`src/design/eabf_pkg.sv`:
```
// ----------------------------------------------------------------------------
// eabf_pkg: shared types and constants for the 3x3 neighbourhood mean filter
// Holds controller state codes, command/status structs and field widths.
// ----------------------------------------------------------------------------
package eabf_pkg;

  localparam int unsigned CfgIdxBits = 1;
  localparam logic [CfgIdxBits-1:0] CFG_WIDTH  = 1'b0;
  localparam logic [CfgIdxBits-1:0] CFG_HEIGHT = 1'b1;

  localparam logic CMD_SAMPLE = 1'b0;
  localparam logic CMD_DRAIN  = 1'b1;

  localparam int unsigned SumBits  = 12;
  localparam int unsigned MeanBits = 16;
  localparam int unsigned CntBits  = 4;

  typedef enum logic [4:0] {
    ST_IDLE  = 5'b00001,
    ST_READ  = 5'b00010,
    ST_SUM   = 5'b00100,
    ST_DIV   = 5'b01000,
    ST_OUT   = 5'b10000
  } state_t;

  // controller -> datapath
  typedef struct packed {
    logic load;      // capture request, issue store read
    logic shift;     // write stores, shift window
    logic sum;       // form masked sum and count
    logic div_start;
    logic div_step;
  } dp_cmd_t;

  // datapath -> controller
  typedef struct packed {
    logic emits;     // this request produces a result
    logic is_nop;    // early drain, nothing to do
    logic div_done;
  } dp_sts_t;

endpackage

```
`src/design/eabf_ctrl.sv`:
```
// ----------------------------------------------------------------------------
// eabf_ctrl: sequencer for one request at a time
// Steps load, window shift, sum, divide and result hand-off.
// ----------------------------------------------------------------------------
module eabf_ctrl
  import eabf_pkg::*;
(
  input  logic    clk,
  input  logic    rst_n,
  input  logic    in_valid,
  output logic    in_ready,
  output logic    out_valid,
  input  logic    out_ready,
  output logic    res_load,
  output dp_cmd_t cmd,
  input  dp_sts_t sts
);

  state_t state_r, state_nxt;
  logic   emit_r, emit_nxt;
  logic   ov_r, ov_nxt;

  assign in_ready  = (state_r == ST_IDLE);
  assign out_valid = ov_r;

  always_comb begin
    state_nxt = state_r;
    emit_nxt  = emit_r;
    ov_nxt    = ov_r;
    cmd       = '0;
    res_load  = 1'b0;
    if (ov_r && out_ready) ov_nxt = 1'b0;
    unique case (state_r)
      ST_IDLE: begin
        if (in_valid && !sts.is_nop) begin
          cmd.load  = 1'b1;
          emit_nxt  = sts.emits;
          state_nxt = ST_READ;
        end
      end
      ST_READ: begin
        cmd.shift = 1'b1;
        state_nxt = emit_r ? ST_SUM : ST_IDLE;
      end
      ST_SUM: begin
        cmd.sum   = 1'b1;
        state_nxt = ST_DIV;
      end
      ST_DIV: begin
        cmd.div_start = 1'b1;
        state_nxt     = ST_OUT;
      end
      ST_OUT: begin
        cmd.div_step = 1'b1;
        // hold the finished mean until the result register is free
        if (sts.div_done && (!ov_r || out_ready)) begin
          cmd.div_step = 1'b0;
          res_load     = 1'b1;
          ov_nxt       = 1'b1;
          state_nxt    = ST_IDLE;
        end
      end
      default: state_nxt = ST_IDLE;
    endcase
  end

  always_ff @(posedge clk) begin
    if (!rst_n) begin
      state_r <= ST_IDLE;
      emit_r  <= 1'b0;
      ov_r    <= 1'b0;
    end else begin
      state_r <= state_nxt;
      emit_r  <= emit_nxt;
      ov_r    <= ov_nxt;
    end
  end

endmodule

```
`config.mk`:
```
export PLATFORM = sky130hd
export DESIGN_NAME = eabf_ctrl
export DESIGN_NICKNAME = d
export VERILOG_FILES = /design/src/design/eabf_pkg.sv /design/src/design/eabf_ctrl.sv
export SDC_FILE = /design/constraint.sdc
export NUM_CORES = 1
export LEC_CHECK = 0
export ABC_CLOCK_PERIOD_IN_PS = 3600
export BUFFER_PORTS_ARGS = -buffer_cell sky130_fd_sc_hd__buf_2
export CAP_MARGIN = 30
export CORE_AREA = 2 2 39 41
export CTS_CLUSTER_DIAMETER = 200
export CTS_CLUSTER_SIZE = 20
export DETAILED_ROUTE_END_ITERATION = 16
export DIE_AREA = 0 0 41 43
export MAX_ROUTING_LAYER = met4
export RECOVER_POWER = 100
export SLEW_MARGIN = 20
export SYNTH_ARGS = -nofsm -noshare
export SYNTH_HDL_FRONTEND = slang
export SYNTH_SLANG_ARGS = --single-unit
```
`constraint.sdc`:
```
create_clock -name clk -period 3.6 [get_ports clk]
set_clock_uncertainty 0.2 [all_clocks]
set_input_delay 0.54 -clock clk [delete_from_list [all_inputs] [get_ports clk]]
set_output_delay 0.54 -clock clk [all_outputs]
set_load 0.05 [all_outputs]
```
# [Yosys cells after proc, flatten, opt, wreduce, memory -nomap -nowiden]
# Cells that the tools add are included.
[op_classes] eq_ne=7 n_mux=16 n_reduce_logical=8
[op_table] op="$pmux 5 s5" count=1
[op_table] op="$mux 1" count=12
[op_table] op="$mux 5" count=2
[op_table] op="$eq 5x1->1 const B" count=1
[op_table] op="$eq 5x2->1 const B" count=1
[op_table] op="$eq 5x3->1 const B" count=1
[op_table] op="$eq 5x4->1 const B" count=1
[op_table] op="$eq 5x5->1 const B" count=1
[op_table] op="$reduce_and 2->1" count=2
[op_table] op="$logic_and 1x1->1" count=3
[op_table] op="$mux 3" count=1
[op_table] op="$logic_not 1->1" count=2
[op_table] op="$ne 2x1->1 const B" count=1
[op_table] op="$ne 2x2->1 const B" count=1
[op_table] op="$logic_or 1x1->1" count=1
[totals] reg_bits=7 in_bits=7

# [Longest topological paths before layout]
[depth] ltp_word=5 depth_mapped=4 ltp_nobuf=4

# [Worst setup path after synthesis]
# OpenSTA, ideal clock, no wires.
[synth_timing] path_kind="register to output" start="reg state_r[1]" end="out cmd[4] (netlist bit)" arrival_ps=1982 t_required_ps=2860 slack_ps=878 stages_incl_launch_ff=3 n_path_buf=0 cell_sequence="dfxtp_1 -> or4_4 -> nor3_1"
[synth_lines] item="start, declared" line="eabf_ctrl.sv:19" source="state_t state_r, state_nxt;"
[synth_lines] item="start signal, assigned" line="eabf_ctrl.sv:73" source="state_r <= state_nxt;"
[synth_lines] item="end, declared" line="eabf_ctrl.sv:15" source="output dp_cmd_t cmd,"

==> results by group <==
Hold path
  – Number of cells on the worst hold path: 2
  – Hold worst-path end: emit_r
  – Worst hold path class: flop to flop
  – Source of the worst hold timing path: emit_r

Yosys
  – Register area share after synthesis: 40.0%
  – Syn Std Cell Area: 350 um^2
  – Net count after synthesis: 47
  – Warnings, synthesis: 0
  – Avg Cell Area, Syn: 8.76 um^2
  – Largest area contributor in the netlist: sky130_fd_sc_hd__dfxtp_1
  – Simple-gate portion of the synthesized area: 36.8%
  – Largest cells by area after synthesis: sky130_fd_sc_hd__dfxtp_1 (40%), sky130_fd_sc_hd__inv_1 (5.4%), sky130_fd_sc_hd__o21a_1 (4.3%), sky130_fd_sc_hd__nand2b_1 (3.6%), sky130_fd_sc_hd__nor2b_1 (3.6%)
  – Share of cell area taken by muxes after synthesis: 0%
  – Synth Register Bits: 7
  – Synthesized netlist cell count: 40
  – Largest family of logic cells by synthesized area: simple AND/OR/NAND/NOR gates
  – Number of distinct library cell variants in the gate-level netlist after synthesis: 23
  – Share of the synthesized area in the top cell type: 40.0%
  – Adder-cell share of the synthesized area: 0%
  – Post-synthesis compound-gate area fraction: 15.7%
  – Fraction of synthesized cell area in xor and xnor cells: 0%

Placed design
  – # port buffers: 14
  – DP Wirelength: 576 um
  – Pre-CTS setup slack: 1.50 ns
  – Placer's final routability congestion estimate: 0.795
  – Total instance count after detailed placement: 69

Worst setup path
  – Worst reg2reg path startpoint: state_r[2]
  – Worst setup startpoint: state_r[2]
  – Critical path's top delay family: simple AND/OR/NAND/NOR gates
  – Reg-to-reg setup timing slack: 1.75 ns
  – Slowest cell delay on critical path: 0.61 ns
  – FF-to-FF path depth: 3
  – Sum of buffers and inverters on the critical path: 1
  – Maximum fanout encountered on the critical timing path: 6
  – Kind of end point of the critical path: output pin
  – Critical path type: flop to output pin
  – CP Launch Type: flop
  – Cells along the critical path: or4_1 > nor3_1 > clkbuf_1
  – CP max stage cell: sky130_fd_sc_hd__or4_1
  – Arr. time, crit path: 1.91 ns
  – RR Endpoint: emit_r
  – CP Data Required Time: 2.86 ns

STA
  – Final number of setup-violating endpoints: 0
  – Slew @ Worst Pin: 0.596 ns
  – Unrepaired setup endpoints after global routing: no
  – Final-report max-slew violation count: 0
  – Sum of negative setup slack: 0 ns
  – Worst hold margin: 0.289 ns
  – Final Cycle Share: 73.6%
  – Post-layout worst setup margin: 0.950 ns
  – Final hold vios: 0
  – Shortest clock period the worst path allows after layout: 2.65 ns
  – Max transition margin: 60.4%
  – Fmax: 0.377 GHz

Clock network
  – TritonCTS Buffers: 3
  – CTS tree: done
  – Clock edge transition at the registers on the reported setup and hold paths: 0.05 ns
  – Max Buffers Root-to-Sink: 2
  – Insertion delay to the later sink of the worst-skew pair: 0.25 ns
  – Post-CTS Setup Bufs: 0
  – Total of hold buffers inserted after clock tree synthesis: 0
  – Root buffer cell: sky130_fd_sc_hd__clkbuf_4
  – Clock sink total: 7
  – Post_cts resized: 0
  – Maximum level of the CTS H-tree: 1

Routing
  – Remaining antenna violation count: 0
  – DRC viols: 0
  – Via density per instance: 4.88
  – WL per Instance: 10.5 um
  – Vias post-DR: 356
  – Number of optimization iterations in the first detailed-route pass: 4
  – Total routed wirelength: 769 um
  – First-iteration detailed-routing DRC count: 3

Flow run
  – Max-cap check violation count: 0

Floorplan
  – Core box area: 0.00138 mm^2
  – Number of core rows: 14
  – DIE HEIGHT: 43 um
  – Horizontal die dimension: 41 um
  – Full die area: 0.00176 mm^2
  – Effective utilization at floorplan: 25.3%
  – I/O pin cnt: 15

GRT
  – All-layer global routing usage: 11.5%
  – First-pass GRT wire length: 1.29 mm
  – Largest net degree at the start of global routing: 7
  – Via count of the first global-routing pass: 312
  – Remaining global-route overflow: 0
  – Initial antenna violation count: 0

Layout
  – Synth-to-Final Area Change: 27.1%
  – Commonest non-fill, non-tap cells in the layout: sky130_fd_sc_hd__clkbuf_1 (9), sky130_fd_sc_hd__dfxtp_1 (7), sky130_fd_sc_hd__buf_2 (6)
  – Share of post-route cells with drive strength above 1: 15.8%
  – Final Instance Count excl. Fillers: 73
  – Filler instances: 151
  – Nets@finish: 65
  – Antenna diode instance count: 0
  – Post-Route Utilization: 32.2%
  – Leading cell type in the layout, fill and taps excluded: sky130_fd_sc_hd__clkbuf_1

Run status
  – Run status: completed

Power
  – Leak pwr: 0.203 nW
  – Pwr per Cell Area: 399 mW/mm^2
  – Largest vdd supply drop: 0.247 mV
[metal layers]
metal / track usage [%] / vias to the layer above / share of wire, %
li1: - / 184 / -
met1: 13.6 / 158 / 46
met2: 14.1 / 10 / 43
met3: 7.85 / 4 / 8.6
met4: 6.00 / 0 / 2.2
met5: - / - / 0
[synthesized netlist by cell type]
cell,count
sky130_fd_sc_hd__and3b_1,1
sky130_fd_sc_hd__nand3b_1,1
sky130_fd_sc_hd__and4_1,1
sky130_fd_sc_hd__or3_1,1
sky130_fd_sc_hd__nor2b_1,2
sky130_fd_sc_hd__a21oi_1,2
sky130_fd_sc_hd__or4_1,1
sky130_fd_sc_hd__a31oi_1,1
sky130_fd_sc_hd__o41ai_1,1
sky130_fd_sc_hd__inv_1,5
sky130_fd_sc_hd__nor3_1,2
sky130_fd_sc_hd__nor4_1,2
sky130_fd_sc_hd__or4_4,1
sky130_fd_sc_hd__and3_1,1
sky130_fd_sc_hd__nor2_1,2
sky130_fd_sc_hd__nand2b_1,2
sky130_fd_sc_hd__and4b_1,1
sky130_fd_sc_hd__nor3b_1,1
sky130_fd_sc_hd__o211ai_1,1
sky130_fd_sc_hd__o31ai_1,1
sky130_fd_sc_hd__buf_4,1
sky130_fd_sc_hd__dfxtp_1,7
sky130_fd_sc_hd__o21a_1,2
[flip-flops by register name (all words and copies together) (netlist names)]
register	cells
emit_r	1
out_valid	1
state_r	5
[where the power goes]
part / switching [mW] / total [mW] / internal (mW)
Combinational: 0.0174 / 0.0251 / 0.00763
Sequential: 0.00190 / 0.0817 / 0.0798
Clock: 0.0287 / 0.0710 / 0.0423
[final cells by class]
| type | count | area, um^2 | area share (%) |
|---|---|---|---|
| Tap cell | 16 | 20.0 | 4.49 |
| Clock buffer | 4 | 26.3 | 5.90 |
| Multi-Input combinational cell | 27 | 180 | 40.4 |
| Inverter | 5 | 18.8 | 4.21 |
| Sequential cell | 7 | 140 | 31.5 |
| Timing Repair Buffer | 14 | 60.1 | 13.5 |
[stage by stage]
stage | power, mW | cell area (um^2)
3_3_place_gp | 0.109 | 433
6_report | 0.178 | 445
2_1_floorplan | 0.102 | 350
5_1_grt | 0.192 | 445
4_1_cts | 0.183 | 459
3_5_place_dp | 0.109 | 433
[worst max path at each step]
stage | end | slack, ns | cells after the start
floorplan | cmd[4] | 0.88 | 2
global placement | cmd[4] | 1.49 | 3
detailed placement | cmd[0] | 1.50 | 5
CTS | cmd[4] | 1.22 | 3
global route | cmd[4] | 0.87 | 3
finish | cmd[4] | 0.95 | 3
[logic make-up (layout without fill, tap and decap cells)]
group,Yosys count,count (layout)
buffers and inverters,6,23
AND/OR/NAND/NOR,19,19
AO/OA/AOI/OAI,8,8
flip-flops,7,7
[worst min-delay path, delay by kind of cell, from the launching register on]
kind               cells  cell delay, ns
AOI/OAI and AO/OA      2            0.12
DFF                    1            0.32
Power figures use the tool's default switching activity.
